--- config.mk ---
export PLATFORM = sky130hd
export DESIGN_NAME = wifi_to_ethernet_header_translator_unit
export DESIGN_NICKNAME = d
export VERILOG_FILES = /design/src/rtl/w2e_pkg.sv /design/src/rtl/w2e_cfg_regs.sv /design/src/rtl/w2e_xlate.sv /design/src/rtl/wifi_to_ethernet_header_translator_unit.sv
export SDC_FILE = /design/constraint.sdc
export NUM_CORES = 1
export LEC_CHECK = 0
export ABC_AREA = 1
export BUFFER_PORTS_ARGS = -buffer_cell sky130_fd_sc_hd__buf_4
export CAP_MARGIN = 20
export CORE_AREA = 2 2 205 207
export DETAILED_ROUTE_END_ITERATION = 12
export DIE_AREA = 0 0 207 209
export PLACE_DENSITY = 0.77
export SYNTH_ARGS = -nofsm -noshare
export SYNTH_HDL_FRONTEND = slang
export SYNTH_SLANG_ARGS = --single-unit
--- constraint.sdc ---
create_clock -name clk -period 13.7 [get_ports clk]
set_input_delay 1.37 -clock clk [delete_from_list [all_inputs] [get_ports clk]]
set_output_delay 1.37 -clock clk [all_outputs]
set_load 0.005 [all_outputs]
--- src/rtl/w2e_pkg.sv ---
// shared types and constants for the 802.11 to ethernet header translator
// used by every module in rtl; no dependencies
package w2e_pkg;

  // register map, byte address 4*i
  localparam int RegAddrWidth = 3;
  localparam logic REG_MODE = 1'b0;
  localparam logic REG_MTU = 1'b1;

  localparam logic [11:0] MTU_RESET = 12'd1500;

  // payload classes
  localparam logic [1:0] CLS_RAW = 2'd0;
  localparam logic [1:0] CLS_SNAP = 2'd1;
  localparam logic [1:0] CLS_DIX = 2'd2;
  localparam logic [1:0] CLS_OTHER = 2'd3;

  localparam logic [7:0] LLC_SAP = 8'hAA;
  localparam logic [7:0] LLC_UI = 8'h03;
  localparam logic [23:0] OUI_RFC1042 = 24'h000000;
  localparam logic [15:0] AARP_TYPE = 16'h80F3;

  localparam logic [11:0] HDR_CRC_BYTES = 12'd28;
  localparam logic [11:0] ADDR4_BYTES = 12'd6;
  localparam logic [5:0] HDR3_BYTES = 6'd24;
  localparam logic [5:0] HDR4_BYTES = 6'd30;
  localparam logic [5:0] SNAP_BYTES = 6'd8;
  localparam logic [12:0] ETH_HDR_BYTES = 13'd14;

  typedef struct packed {
    logic [15:0] frame_control;
    logic [47:0] address_one;
    logic [47:0] address_two;
    logic [47:0] address_three;
    logic [47:0] address_four;
    logic [11:0] frame_length;
    logic [47:0] payload_bytes_low;
    logic [47:0] payload_bytes_high;
  } in_item_t;

  typedef struct packed {
    logic        verdict;
    logic [1:0]  frame_class;
    logic [47:0] ether_destination;
    logic [47:0] ether_source;
    logic [15:0] ether_type_or_length;
    logic        add_ether_header;
    logic [5:0]  strip_front_bytes;
    logic [11:0] payload_length;
  } out_item_t;

  typedef struct packed {
    logic        selective_translation_mode;
    logic [11:0] max_transfer_unit;
  } cfg_t;

endpackage

--- src/rtl/w2e_cfg_regs.sv ---
// apb register block: translation mode and mtu
// depends on w2e_pkg
module w2e_cfg_regs (
  input  logic                             clk,
  input  logic                             rst,
  input  logic                             psel,
  input  logic                             penable,
  input  logic                             pwrite,
  input  logic [w2e_pkg::RegAddrWidth-1:0] paddr,
  input  logic [31:0]                      pwdata,
  output logic [31:0]                      prdata,
  output logic                             pready,
  output w2e_pkg::cfg_t                    cfg
);
  import w2e_pkg::*;

  logic wr_en;
  logic reg_sel;

  assign pready = 1'b1;
  assign reg_sel = paddr[2];
  assign wr_en = psel && penable && pwrite;

  always_ff @(posedge clk) begin
    if (rst) begin
      cfg.selective_translation_mode <= 1'b0;
      cfg.max_transfer_unit <= MTU_RESET;
    end else if (wr_en) begin
      unique case (reg_sel)
        REG_MODE: cfg.selective_translation_mode <= pwdata[0];
        REG_MTU:  cfg.max_transfer_unit <= pwdata[11:0];
        default:  ;
      endcase
    end
  end

  always_comb begin
    unique case (reg_sel)
      REG_MODE: prdata = {31'd0, cfg.selective_translation_mode};
      REG_MTU:  prdata = {20'd0, cfg.max_transfer_unit};
      default:  prdata = 32'd0;
    endcase
  end

endmodule

--- src/rtl/w2e_xlate.sv ---
// header translation datapath: length, address selection, classification
// purely combinational; depends on w2e_pkg
module w2e_xlate (
  input  w2e_pkg::in_item_t  item,
  input  w2e_pkg::cfg_t      cfg,
  output w2e_pkg::out_item_t result
);
  import w2e_pkg::*;

  logic        to_ds;
  logic        from_ds;
  logic        too_short;
  logic        four_short;
  logic [11:0] plen0;
  logic [11:0] plen;
  logic [5:0]  offset;
  logic [47:0] dst;
  logic [47:0] src;
  logic [7:0]  b0;
  logic [7:0]  b1;
  logic [7:0]  b2;
  logic [23:0] oui;
  logic [15:0] snap_type;
  logic        llc_snap;
  logic        is_raw;
  logic        is_kept;
  logic [12:0] raw_limit;
  logic [11:0] dix_len;
  logic        oversize;
  logic [1:0]  cls;

  assign to_ds = item.frame_control[8];
  assign from_ds = item.frame_control[9];
  assign too_short = item.frame_length < HDR_CRC_BYTES;
  assign plen0 = item.frame_length - HDR_CRC_BYTES;
  assign four_short = to_ds && from_ds && (plen0 < ADDR4_BYTES);
  assign plen = (to_ds && from_ds) ? plen0 - ADDR4_BYTES : plen0;
  assign offset = (to_ds && from_ds) ? HDR4_BYTES : HDR3_BYTES;

  always_comb begin
    case ({to_ds, from_ds})
      2'b00: begin
        dst = item.address_one;
        src = item.address_two;
      end
      2'b01: begin
        dst = item.address_one;
        src = item.address_three;
      end
      2'b10: begin
        dst = item.address_three;
        src = item.address_two;
      end
      default: begin
        dst = item.address_three;
        src = item.address_four;
      end
    endcase
  end

  assign b0 = item.payload_bytes_low[47:40];
  assign b1 = item.payload_bytes_low[39:32];
  assign b2 = item.payload_bytes_low[31:24];
  assign oui = item.payload_bytes_low[23:0];
  assign snap_type = item.payload_bytes_high[47:32];

  assign llc_snap = (plen >= 12'd8) && (b0 == LLC_SAP) && (b1 == LLC_SAP) && (b2 == LLC_UI);
  // raw 802.3 frames: no double llc sap, and the payload start differs from the selected addresses
  assign is_raw = (plen >= 12'd14) && !((b0 == LLC_SAP) && (b1 == LLC_SAP)) &&
                  ((dst != item.payload_bytes_low) || (src != item.payload_bytes_high));
  assign is_kept = llc_snap && ((oui != OUI_RFC1042) ||
                   (cfg.selective_translation_mode && (snap_type == AARP_TYPE)));

  assign raw_limit = {1'b0, cfg.max_transfer_unit} + ETH_HDR_BYTES;
  assign dix_len = plen - 12'(SNAP_BYTES);

  always_comb begin
    if (is_raw) begin
      cls = CLS_RAW;
      oversize = {1'b0, plen} > raw_limit;
    end else if (is_kept) begin
      cls = CLS_SNAP;
      oversize = plen > cfg.max_transfer_unit;
    end else if (llc_snap) begin
      cls = CLS_DIX;
      oversize = dix_len > cfg.max_transfer_unit;
    end else begin
      cls = CLS_OTHER;
      oversize = plen > cfg.max_transfer_unit;
    end
  end

  always_comb begin
    result = '0;
    if (too_short || four_short || oversize) begin
      result.verdict = 1'b1;
    end else begin
      result.frame_class = cls;
      result.ether_destination = dst;
      result.ether_source = src;
      result.payload_length = plen;
      result.strip_front_bytes = offset;
      case (cls)
        CLS_RAW: begin
          result.ether_type_or_length = 16'd0;
          result.add_ether_header = 1'b0;
        end
        CLS_DIX: begin
          result.ether_type_or_length = snap_type;
          result.add_ether_header = 1'b1;
          result.strip_front_bytes = offset + SNAP_BYTES;
        end
        default: begin
          result.ether_type_or_length = {4'd0, plen};
          result.add_ether_header = 1'b1;
        end
      endcase
    end
  end

endmodule

--- src/rtl/wifi_to_ethernet_header_translator_unit.sv ---
// top level of the 802.11 to ethernet receive header translator
// depends on w2e_pkg, w2e_cfg_regs, w2e_xlate
//
// usage:
//   input channel (in_valid/in_ready/in_data) takes one 802.11 data frame
//   header summary per transaction; output channel (out_valid/out_ready/
//   out_data) returns one translation result per input transaction, in order.
//   the apb port sets the translation mode (0x0) and the mtu (0x4); write it
//   only while no transaction is in flight.
// pipeline:
//   input acceptance loads the input register; the translation logic then
//   feeds the result register. one transaction per cycle sustained while
//   out_ready is high; both registers advance together whenever the result
//   register is empty or being taken.
// reset:
//   synchronous rst empties both registers, mode returns to 0, mtu to 1500.
// stalls:
//   with out_ready low the result holds, the input register fills, and
//   in_ready drops only once both registers are occupied.
module wifi_to_ethernet_header_translator_unit (
  input  logic                             clk,
  input  logic                             rst,
  input  logic                             in_valid,
  output logic                             in_ready,
  input  w2e_pkg::in_item_t                in_data,
  output logic                             out_valid,
  input  logic                             out_ready,
  output w2e_pkg::out_item_t               out_data,
  input  logic                             psel,
  input  logic                             penable,
  input  logic                             pwrite,
  input  logic [w2e_pkg::RegAddrWidth-1:0] paddr,
  input  logic [31:0]                      pwdata,
  output logic [31:0]                      prdata,
  output logic                             pready
);
  import w2e_pkg::*;

  cfg_t      cfg;
  in_item_t  item;
  logic      item_valid;
  out_item_t result_next;
  logic      advance;

  w2e_cfg_regs u_cfg (
    .clk     (clk),
    .rst     (rst),
    .psel    (psel),
    .penable (penable),
    .pwrite  (pwrite),
    .paddr   (paddr),
    .pwdata  (pwdata),
    .prdata  (prdata),
    .pready  (pready),
    .cfg     (cfg)
  );

  w2e_xlate u_xlate (
    .item   (item),
    .cfg    (cfg),
    .result (result_next)
  );

  // result register free this cycle
  assign advance = !out_valid || out_ready;
  assign in_ready = !item_valid || advance;

  always_ff @(posedge clk) begin
    if (rst) begin
      item_valid <= 1'b0;
      out_valid <= 1'b0;
    end else begin
      if (in_ready) begin
        item_valid <= in_valid;
      end
      if (advance) begin
        out_valid <= item_valid;
      end
    end
  end

  always_ff @(posedge clk) begin
    if (in_valid && in_ready) begin
      item <= in_data;
    end
    if (advance && item_valid) begin
      out_data <= result_next;
    end
  end

  a_reject_clean: assert property (@(posedge clk) disable iff (rst)
    out_valid && out_data.verdict |->
      out_data.payload_length == 12'd0 && !out_data.add_ether_header &&
      out_data.strip_front_bytes == 6'd0)
    else $error("rejected result carries nonzero fields");

  a_dix_strip: assert property (@(posedge clk) disable iff (rst)
    out_valid && !out_data.verdict && out_data.frame_class == CLS_DIX |->
      out_data.strip_front_bytes == 6'd32 || out_data.strip_front_bytes == 6'd38)
    else $error("dix result with wrong strip count");

  a_no_drop: assert property (@(posedge clk) disable iff (rst)
    item_valid && out_valid && !out_ready |=> item_valid && out_valid)
    else $error("pending transaction lost during stall");

  a_mtu_write: assert property (@(posedge clk) disable iff (rst)
    psel && penable && pwrite && paddr[2] == REG_MTU |=>
      cfg.max_transfer_unit == $past(pwdata[11:0]))
    else $error("mtu register write not taken");

endmodule

# Word-level counts from Yosys, hierarchy flattened
# Cells that the tools add are included.
dict set report totals {
  register_bits 459
  inputBits 358
  out_inout_bits 169
  elab_cells 86
}
dict set report op_classes {
  addsub 5
  magnitude_cmp 7
  n_eq_ne 9
  n_mux 14
  n_bitwise 1
  n_reduce_logical 30
}
# cell n
set ops {}
lappend ops {{$ne A48 B48 Y1} 2}
lappend ops {{$pmux W48 S2} 1}
lappend ops {{$pmux W32 S2} 1}
lappend ops {{$mux W48} 1}
lappend ops {{$pmux W17 S2} 1}
lappend ops {{$ge A12 B4 Y1 const B} 2}
lappend ops {{$gt A12 B12 Y1} 2}
lappend ops {{$reduce_bool A24 Y1} 1}
lappend ops {{$eq A16 B16 Y1 const B} 1}
lappend ops {{$eq A8 B8 Y1 const B} 2}
lappend ops {{$logic_and A1 B1 Y1} 14}
lappend ops {{$add A12 B4 Y13 const B} 1}
lappend ops {{$gt A12 B13 Y1} 1}
lappend ops {{$lt A12 B3 Y1 const B} 1}
lappend ops {{$lt A12 B5 Y1 const B} 1}
lappend ops {{$mux W12} 1}
lappend ops {{$sub A12 B3 Y12 const B} 1}
lappend ops {{$sub A12 B4 Y12 const B} 1}
lappend ops {{$sub A12 B5 Y12 const B} 1}
lappend ops {{$eq A8 B2 Y1 const B} 1}
lappend ops {{$add A6 B4 Y6 const B} 1}
lappend ops {{$logic_or A1 B1 Y1} 6}
lappend ops {{$mux W6} 1}
lappend ops {{$mux W1} 5}
lappend ops {{other kinds (9)} 16}

# Logic depth before layout (Yosys ltp)
# Gate-level depths: netlist of the first run.
dict set report depth {
  ltp_word 12
  mapped_depth 29
  mapped_depth_nobuf 27
}

# Hierarchy
# From an unflattened synthesis of the first run, not the netlist that was laid out.
dict set report hier_totals {
  hier_cells 1911
  hier_area_um2 20862.5
}
# mod n_inst cells_per_inst area_each_um2
set modules_own_cells {}
lappend modules_own_cells {wifi_to_ethernet_header_translator_unit 1 462 13604.3}
lappend modules_own_cells {w2e_xlate 1 1326 6453.7}
lappend modules_own_cells {w2e_cfg_regs 1 123 804.5}

# Worst setup path after synthesis of the first run
# Ideal clock, no wire load.
dict set report synth_path {
  kind {in2reg}
  startpoint {input out_ready}
  endpoint {register out_data[0] in the netlist's numbering, enable pin}
  setup_time_ps 664
  arrival_time_ps 7712
  path_slack_ps 5324
  path_stages 2
  n_path_buf 0
  cell_sequence {inv_1 > a21oi_1}
}
dict set report synth_between {
  elab_chain_cells 2
}
# item line
set synth_lines {}
lappend synth_lines {{from (decl)} wifi_to_ethernet_header_translator_unit.sv:27} ;# input logic out_ready,
lappend synth_lines {{$logic_or A1 B1 Y1} wifi_to_ethernet_header_translator_unit.sv:65} ;# assign advance = !out_valid || out_ready;
lappend synth_lines {{$logic_and A1 B1 Y1} wifi_to_ethernet_header_translator_unit.sv:86} ;# if (advance && item_valid) begin
lappend synth_lines {{to (signal assigned)} wifi_to_ethernet_header_translator_unit.sv:87} ;# out_data <= result_next;
lappend synth_lines {{to (decl)} wifi_to_ethernet_header_translator_unit.sv:28} ;# output w2e_pkg::out_item_t out_data,
# No other way between the ends.
# A chain may end at the register's enable or synchronous reset.

# Worst setup path after layout of the first run
dict set report layout_path {
  startpoint {register, netlist name item[309]}
  endpoint {register out_data[115] in the netlist's numbering, data pin}
}
dict set report layout_between {
  elab_chain_cells 10
  word_cells_on_any_way 30
  classes_between {add/sub: 1; order compare: 5; eq/ne: 4; mux: 6; reduce/logical: 14}
}
# item line
set layout_lines {}
lappend layout_lines {{$logic_and A1 B1 Y1 *} w2e_xlate.sv:37} ;# assign plen = (to_ds && from_ds) ? plen0 - ADDR4_BYTES : plen0;
lappend layout_lines {{$mux W12 *} w2e_xlate.sv:37}
lappend layout_lines {{net u_xlate.plen[4]} w2e_xlate.sv:15} ;# logic [11:0] plen;
lappend layout_lines {{parallel branches: the longest is 6 deep, another holds $sub A12 B4 Y12} --}
lappend layout_lines {{$mux W1 *} w2e_xlate.sv:78} ;# if (is_raw) begin
lappend layout_lines {{$logic_or A1 B1 Y1 *} w2e_xlate.sv:95} ;# if (too_short || four_short || oversize) begin
# Mark *: on every way through the listed nets, which the timed path passes.

==> metrics.md, run 1 <==
| Metric | Value |
|---|---|
| Overall power after layout | `~3.4 mW` |
| Result of the run | `finished clean` |
| Number of buffers on the longest clock path | `3` |
| Worst Reg2Reg Path Length in Cells | `23` |
| Horizontal die dimension | `207 microns` |
| Maximum operating frequency | `roughly 160 MHz` |
| CTS clock-pin slew for the worst setup and hold paths | `roughly 0.06 ns` |
| Die extent in y | `209 microns` |
| Slew Limit Headroom | `0.2995` |
| Minimum setup slack among reg-to-reg paths | `~7.4 ns` |
| Drc violations | `0` |
| CTS Sinks | `448` |
| Endpoints failing setup | `0` |
| Via count of the first global-routing pass | `approximately 16000` |
| PortBufs | `between 400 and 500` |
| Final slew viol count | `0` |
| Maximum VDD drop | `between 0.1 and 0.15 mV` |
| Worst min-delay path category | `reg2reg` |
| Layout cells sized above 1 | `0.2747` |
| Core area | `between 0.04 and 0.05 sq mm` |
| Total CTS buffers | `48` |
| Cell type with the largest total area after synthesis | `sky130_fd_sc_hd__edfxtp_1` |
| Sum of net half-perimeters after detailed placement | `a little under 50 mm` |
| Number of cells produced by synthesis | `2053` |
| GRT Residual Overflow | `0` |
| Final critical-path setup slack | `~7.4 ns` |
| Global-route wire length before repair | `~94 mm` |
| Worst setup path endpoint | `out_data[115]` |
| Area share of the largest cell type after synthesis | `0.6214` |
| Reg2Reg Launch Point | `item[309]` |
| Total Die Area | `approximately 0.043 sq mm` |
| Post-detailed-routing wire length | `64.37 mm` |
| Initial core utilization | `0.5068` |
| Pin count of the biggest net entering global routing | `approximately 180` |
| Area of all placed cells without fillers | `between 0.02 and 0.03 sq mm` |
| Fillers | `3171` |
| Data required time at the worst endpoint | `approximately 14 ns` |
| Hold violation count in the final report | `0` |
| Critical path fanouts, max | `80` |
| Post-synth top flop | `sky130_fd_sc_hd__edfxtp_1` |
| CTS tree | `yes` |
| Hold-fix buffers, CTS | `0` |
| Slew of the pin with the lowest slew margin | `around 1.0 ns` |
| Data arrival time at the worst-slack endpoint | `6.57 ns` |
| Count of warnings emitted by yosys | `0` |
| Final net count | `about 3000` |
| Share of flip-flops with an asynchronous set or reset after synthesis | `0` |
| Iteration count of the initial detailed-routing pass | `7` |
| Critical path capture point type | `register` |
| EDFF count, synth | `roughly 430` |
| Total Routing Usage GR | `0.2929` |
| Post-CTS Setup Repair Bufs | `0` |
| Power density of the placed cells | `127.4 mW/mm^2` |
| Number of max-cap violations | `0` |
| Pre-CTS setup slack | `about 7.5 ns` |
| Final cycle utilization of the critical path | `0.4578` |
| Total vias in the final route | `between 15000 and 20000` |
| Start-to-end type of the worst setup path | `reg2reg` |
| Mapped Area | `about 0.021 sq mm` |
| Top post-synthesis cells by area | `sky130_fd_sc_hd__edfxtp_1 (62%), sky130_fd_sc_hd__nand2_1 (10%), sky130_fd_sc_hd__inv_1 (5.3%)` |
| Vias/cell | `5.228` |
| Leakage power | `between 10 and 15 nW` |
| DP Area | `approximately 0.025 sq mm` |
| Number of flip-flops and latches in the synthesized netlist | `~450` |
| Post-synthesis sequential area ratio | `0.6358` |
| R2R Path End | `out_data[115]` |
| Fraction of the core area covered by cells at the end of the flow | `0.6394` |
| Shortest period the worst path allows | `about 6.3 ns` |
| Routed Antenna Nets | `0` |
| Placer's final routability congestion estimate | `approximately 0.93` |
| Clock Latency Late Sink | `roughly 0.6 ns` |
| Critical path launch point | `item[309]` |
| Placement row count | `between 70 and 80` |
| Post-CTS resize count | `0` |
| Root Driver | `sky130_fd_sc_hd__clkbuf_16` |
| Sum of negative setup slack | `0 ns` |
| Final clock skew | `~0.027 ns` |
| Wire length per cell | `slightly above 20 microns` |
| Initial antenna violation count | `11` |
| Average cell area after synthesis | `between 10 and 15 sq um` |
| Number of design-rule violations left by the first detailed-router iteration | `~1300` |
| Number of H-tree levels | `2` |
| Boundary Pins | `between 500 and 600` |
| Count of distinct cell types in the synthesized netlist | `40` |
| Area Growth Syn to Fin | `26.17%` |
| Setup repair after global routing missed its margin | `no` |
| Critical path startpoint category | `register` |
==> flip-flops by register name (all words and copies together), names as in the netlist <==
signal / cells
item: 302
out_data: 131
u_cfg.cfg: 13
item_valid: 1
out_valid: 1
==> cell families after synthesis <==
logic type / share of synthesized area
buffers and inverters: 0.07750
AND/OR/NAND/NOR: 0.2362
AO/OA/AOI/OAI: 0.02051
flip-flops: 0.6358
XOR/XNOR: 0.007534
other: 0.0003589
adder cells (fa/ha/maj): 0.02213
==> how the worst min path moves through the flow <==
stage	from	endpoint	slack, ns	cells after the start
floorplan	item_valid	out_valid	0.45	2
global placement	out_valid	out_valid	0.51	2
detailed placement	item_valid	item_valid	0.54	2
CTS	item_valid	item_valid	0.55	2
global route	item_valid	item_valid	0.57	2
finish	item_valid	item_valid	0.55	2
==> per-stage QoR <==
step | hold WS (ns) | std cells
after floorplan | 0.4513 | 2073
after global placement | 0.5106 | 3016
after detailed placement | 0.5397 | 3016
after CTS | 0.5490 | 3102
after global routing | 0.5680 | 3109
final | 0.5513 | 3109
==> worst max-delay path, stage by stage, from the launching register on <==
cell and delay [ns]:
sky130_fd_sc_hd__edfxtp_1 0.32, sky130_fd_sc_hd__buf_4 0.49, sky130_fd_sc_hd__nand2_2 0.56, sky130_fd_sc_hd__inv_6 0.52, sky130_fd_sc_hd__nand3_2 0.12, sky130_fd_sc_hd__nand2_1 0.08
sky130_fd_sc_hd__nand2_1 0.13, sky130_fd_sc_hd__inv_1 0.24, sky130_fd_sc_hd__ha_1 0.19, sky130_fd_sc_hd__inv_1 0.06, sky130_fd_sc_hd__nor3_1 0.25, sky130_fd_sc_hd__nand2_1 0.10
sky130_fd_sc_hd__xor2_1 0.15, sky130_fd_sc_hd__ha_1 0.32, sky130_fd_sc_hd__nand4_1 0.14, sky130_fd_sc_hd__nor3_1 0.21, sky130_fd_sc_hd__a21oi_1 0.10, sky130_fd_sc_hd__o211ai_1 0.09
sky130_fd_sc_hd__nand2_1 0.09, sky130_fd_sc_hd__nand4_1 0.15, sky130_fd_sc_hd__nand3_2 0.17, sky130_fd_sc_hd__nand2_8 0.54, sky130_fd_sc_hd__buf_4 0.71, sky130_fd_sc_hd__nor2_1 0.10
==> report_power, final <==
part / leakage, nW / switching [mW] / total, mW / internal (mW)
Combinational: 6.96 / 0.250 / 0.417 / 0.167
Sequential: 4.34 / 0.0363 / 1.64 / 1.60
Clock: 0.762 / 0.541 / 1.31 / 0.770
==> synthesized netlist by cell type (all sizes together) (9+ instances only) <==
library cell / instances
nor4: 9
nand4: 56
dfxtp: 15
nor3: 13
or2: 70
nand3b: 12
nor2: 231
a21oi: 32
inv: 302
ha: 37
buf: 61
o21ai: 38
nand2: 565
clkbuf: 10
edfxtp: 433
xor2: 17
nand3: 137
==> layout make-up <==
cell class | count | area (sq um) | area share
Antenna cell | 7 | 17.52 | 0.0006635
Clock buffer | 65 | 1316 | 0.04986
Clock inverter | 21 | 256.5 | 0.009716
Inverter | 303 | 1150 | 0.04355
Multi-Input combinational cell | 1251 | 6105 | 0.2312
Sequential cell | 448 | 13300 | 0.5039
Tap cell | 539 | 674.4 | 0.02555
Timing Repair Buffer | 475 | 3578 | 0.1355
==> layout by cell type, fill, tap and decap left out, types with 5 or more instances in the layout <==
| cell | Yosys | layout |
|---|---|---|
| sky130_fd_sc_hd__nand2_1 | 558 | 558 |
| sky130_fd_sc_hd__buf_4 | 32 | 474 |
| sky130_fd_sc_hd__edfxtp_1 | 433 | 433 |
| sky130_fd_sc_hd__inv_1 | 296 | 295 |
| sky130_fd_sc_hd__nor2_1 | 155 | 155 |
| sky130_fd_sc_hd__nand3_1 | 128 | 128 |
| sky130_fd_sc_hd__nor2_2 | 75 | 74 |
| sky130_fd_sc_hd__or2_2 | 64 | 64 |
| sky130_fd_sc_hd__nand4_1 | 56 | 56 |
| sky130_fd_sc_hd__clkbuf_16 | 0 | 49 |
| sky130_fd_sc_hd__ha_1 | 37 | 37 |
| sky130_fd_sc_hd__o21ai_0 | 36 | 36 |
| sky130_fd_sc_hd__a21oi_1 | 32 | 31 |
| sky130_fd_sc_hd__conb_1 | 2 | 22 |
| sky130_fd_sc_hd__xor2_1 | 17 | 17 |
| sky130_fd_sc_hd__dfxtp_1 | 15 | 15 |
| sky130_fd_sc_hd__nor3_1 | 13 | 13 |
| sky130_fd_sc_hd__clkbuf_1 | 10 | 13 |
| sky130_fd_sc_hd__nand3b_1 | 12 | 12 |
| sky130_fd_sc_hd__nand3_2 | 9 | 9 |
| sky130_fd_sc_hd__clkinv_1 | 1 | 9 |
| sky130_fd_sc_hd__nor4_1 | 9 | 9 |
| sky130_fd_sc_hd__diode_2 | 0 | 7 |
| sky130_fd_sc_hd__or2_1 | 6 | 6 |
| sky130_fd_sc_hd__nand2_2 | 6 | 5 |
| sky130_fd_sc_hd__inv_2 | 5 | 5 |
| sky130_fd_sc_hd__bufinv_16 | 0 | 5 |
==> layer usage <==
layer,vias to the layer above,global-route usage,share of wire
li1,7651,-,-
met1,7637,0.3523,0.37
met2,799,0.4910,0.49
met3,159,0.07349,0.089
met4,8,0.1485,0.050
met5,-,0,0.00093
Power figures use the tool's default switching activity.
==> inputs of run 2 (changes only) <==
CORE_AREA = unset   (was 2 2 205 207)
CORE_UTILIZATION = 49   (was unset)
DIE_AREA = unset   (was 0 0 207 209)
clock period = 5 ns   (was 13.7 ns; I/O delays follow)
==> run 2 against run 1 <==
- combinational power grew to 2.8 times the previous value
- sequential share of layout area fell by 0.093 points
- fmax up 37%
- routed wire length up 0.54%
- power rose to 2.7 times the previous value
- non-clock buffer count increased by 10
- clock skew increased by 0.0094 ns
- worst setup slack worse by 7.0 ns
- sequential power increased to 2.7 times the previous value
- hold slack got worse by 0.49 ns
- utilization is 1.0 points lower
- register-to-register slack worse by 7.0 ns
- critical path type unchanged
- highest routed layer is now met4
==> metrics.md, run 2 (synthesis results as in run 1) <==
| Metric | Value |
|---|---|
| Critical path startpoint category | `register` |
| Fraction of the core area covered by cells at the end of the flow | `0.6291 (-0.01026)` |
| Cell internal power dissipation | `6.715 mW (+160%)` |
| Critical path capture point type | `register` |
| Slowest cell delay on critical path | `0.44 ns (-0.27 ns)` |
| Clock Latency Late Sink | `0.61 ns (about the same)` |
| Slew of the pin with the lowest slew margin | `1.032 ns (-0.01747 ns)` |
| Register name with the most flops | `item` |
| Final net count | `2931 (+0.31%)` |
| Worst min-delay path category | `in2reg` |
| Fraction of met1 tracks used by global routing | `0.3513 (-0.0009706)` |
| Horizontal die dimension | `208.6 microns (+0.79%)` |
| Pin count of the biggest net entering global routing | `158 (-13%)` |
| Number of design-rule violations left by the first detailed-router iteration | `1474 (+10%)` |
| Post-CTS Setup Repair Bufs | `0 (unchanged)` |
| Net switching component of the power | `2.277 mW (+180%)` |
| Routed Antenna Nets | `0 (unchanged)` |
| Cell-by-cell listing of the critical path | `ha_1, nand2_2, nand2_1, nand2_1, nand2_1, nor2_1, nand3_1, nand2_1, inv_1, nor3_1, nand2_1, xor2_1, ha_1, nand4_1, nor3_1, a21oi_1, o211ai_1, nand2_1, nand4_1, nand3_2, nand2_8, buf_4, nor2_1` |
| GRT Residual Overflow | `0 (unchanged)` |
| Vias/cell | `5.229 (about the same)` |
| Post-detailed-routing wire length | `64.72 mm (+0.54%)` |
| Global-route wire length before repair | `93.54 mm (-0.96%)` |
| Number of max-cap violations | `0 (unchanged)` |
| Endpoints failing setup | `0 (unchanged)` |
| Via count of the first global-routing pass | `15880 (-0.73%)` |
| PortBufs | `468 (unchanged)` |
| Total Routing Usage GR | `0.2939 (+0.001050)` |
| Total CTS buffers | `47 (-2.1%)` |
| Flip-flop count of the largest register, all copies and words added | `302 (unchanged)` |
| Power density of the placed cells | `340.0 mW/mm^2 (+170%)` |
| Post-CTS resize count | `0 (unchanged)` |
| Final cycle utilization of the critical path | `0.9159 (+0.4581)` |
| CTS clock-pin slew for the worst setup and hold paths | `0.07 ns (about the same)` |
| Total Die Area | `0.04353 sq mm (+0.62%)` |
| Overall power after layout | `8.992 mW (+170%)` |
| Result of the run | `finished clean` |
| Final slew viol count | `0 (unchanged)` |
| Layout cells sized above 1 | `0.2783 (+0.003596)` |
| Boundary Pins | `527 (unchanged)` |
| Worst path buffer plus inverter count | `2 (-3)` |
| CTS Sinks | `448 (unchanged)` |
| Number of H-tree levels | `2 (unchanged)` |
| Drc violations | `0 (unchanged)` |
| Setup repair after global routing missed its margin | `no` |
| Maximum VDD drop | `0.3355 mV (+160%)` |
| Iteration count of the initial detailed-routing pass | `6 (-1)` |
| Sum of negative setup slack | `0 ns (unchanged)` |
| Worst path slowest cell | `sky130_fd_sc_hd__edfxtp_1` |
| Hold-fix buffers, CTS | `0 (unchanged)` |
| Hold Slack | `0.06567 ns (-0.4856 ns)` |
| Most crowded layer after global routing | `met2` |
| Number of buffers on the longest clock path | `3 (unchanged)` |
| Met2 Track Usage GR | `0.4904 (-0.0006643)` |
| Net switching fraction of the power | `0.2532 (+0.007413)` |
| Most frequent standard cell in the layout excluding fill and tap cells | `sky130_fd_sc_hd__nand2_1` |
| Comb power frac | `0.130 (+0.006)` |
| Leading cell types in the layout, fill and taps excluded | `sky130_fd_sc_hd__nand2_1 (557), sky130_fd_sc_hd__buf_4 (479), sky130_fd_sc_hd__edfxtp_1 (433)` |
| Crit path max-delay family | `simple AND/OR/NAND/NOR gates` |
| Placer's final routability congestion estimate | `0.9365 (+0.21%)` |
| Leading registers by flop count | `item: 302 flops, out_data: 131 flops, u_cfg.cfg: 13 flops` |
| Critical path fanouts, max | `39 (-51%)` |
| Root Driver | `sky130_fd_sc_hd__clkbuf_16` |
| Initial core utilization | `0.4977 (-0.009049)` |
| Maximum operating frequency | `218.4 MHz (+37%)` |
| Cell mode on critical path | `sky130_fd_sc_hd__nand2_1` |
| Fillers | `3320 (+4.7%)` |
| Sum of net half-perimeters after detailed placement | `48.79 mm (+1.6%)` |
| Data arrival time at the worst-slack endpoint | `4.91 ns (-1.66 ns)` |
| Initial antenna violation count | `8 (-3)` |
| Clk pwr share | `0.371 (-0.019)` |
| Hold violation count in the final report | `0 (unchanged)` |
| Shortest period the worst path allows | `4.579 ns (-1.692 ns)` |
| Placement row count | `75 (unchanged)` |
| Total vias in the final route | `16310 (+0.36%)` |
| Sequential Power Share | `0.499 (+0.012)` |
| Start-to-end type of the worst setup path | `reg2reg` |
| Final clock skew | `0.03676 ns (+0.009384 ns)` |
| Data required time at the worst endpoint | `5.33 ns (-8.67 ns)` |
| Core area | `0.04204 sq mm (+1.8%)` |
| Met3 Resource Use GR | `0.06823 (-0.005260)` |
| Leakage power | `12.08 nW (+0.14%)` |
| CTS tree | `yes` |
| Die extent in y | `208.6 microns (-0.17%)` |
| Slew Limit Headroom | `0.3096 (+0.01012)` |
| Area Growth Syn to Fin | `26.41%` |
| Wire length per cell | `20.74 microns (+0.18%)` |
[run 2: cell count changes in the layout (fill, tap and decap cells not counted), moves of 2 or more]
cell	before	now
sky130_fd_sc_hd__clkbuf_1	13	11
sky130_fd_sc_hd__clkbuf_8	3	1
sky130_fd_sc_hd__buf_4	474	479
sky130_fd_sc_hd__clkinv_1	9	12
sky130_fd_sc_hd__bufinv_16	5	2
sky130_fd_sc_hd__clkinv_2	3	9
sky130_fd_sc_hd__clkbuf_16	49	47
sky130_fd_sc_hd__buf_12	1	6
[run 2: path summary, 6_finish.rpt]
check | startpoint | end | slack (ns) | cells after the start
max | item[98] | out_data[122] | 0.42 | 23
min | in_data[185] | item[185] | 0.07 | 1
max reg2reg | item[98] | out_data[122] | 0.42 | 23
min reg2reg | item_valid | item_valid | 0.54 | 2
[run 2: power by group through the flow]
stage | sequential (mW) | combinational [mW] | clock, mW
after floorplan | 4.55 | 0.624 | 0
after global placement | 4.56 | 1.13 | 0
after detailed placement | 4.56 | 1.16 | 0
after CTS | 4.49 | 1.16 | 3.38
after global routing | 4.50 | 1.28 | 3.51
final | 4.49 | 1.17 | 3.34
[run 2: final cells by class]
cell class,instances,area (sq um),area share
Clock buffer,59,1231,0.04655
Multi-Input combinational cell,1251,6125,0.2316
Tap cell,539,674.4,0.02550
Antenna cell,8,20.02,0.0007569
Timing Repair Buffer,485,3716,0.1405
Inverter,303,1162,0.04395
Clock inverter,27,217.7,0.008231
Sequential cell,448,13300,0.5030
[run 2: metal layers]
| metal | vias up | share of wire |
|---|---|---|
| li1 | 7672 | - |
| met1 | 7568 | 0.36 |
| met2 | 906 | 0.49 |
| met3 | 167 | 0.094 |
| met4 | 0 | 0.056 |
| met5 | - | 0 |
[run 2: per-stage QoR]
stage,instance area (sq um),cells,worst slack (ns)
3_3_place_gp,24980,3026,0.6085
6_report,26450,3120,0.4205
5_1_grt,26450,3119,0.07314
3_5_place_dp,24980,3026,0.4978
4_1_cts,26430,3112,0.4809
2_1_floorplan,21040,2073,-0.6085
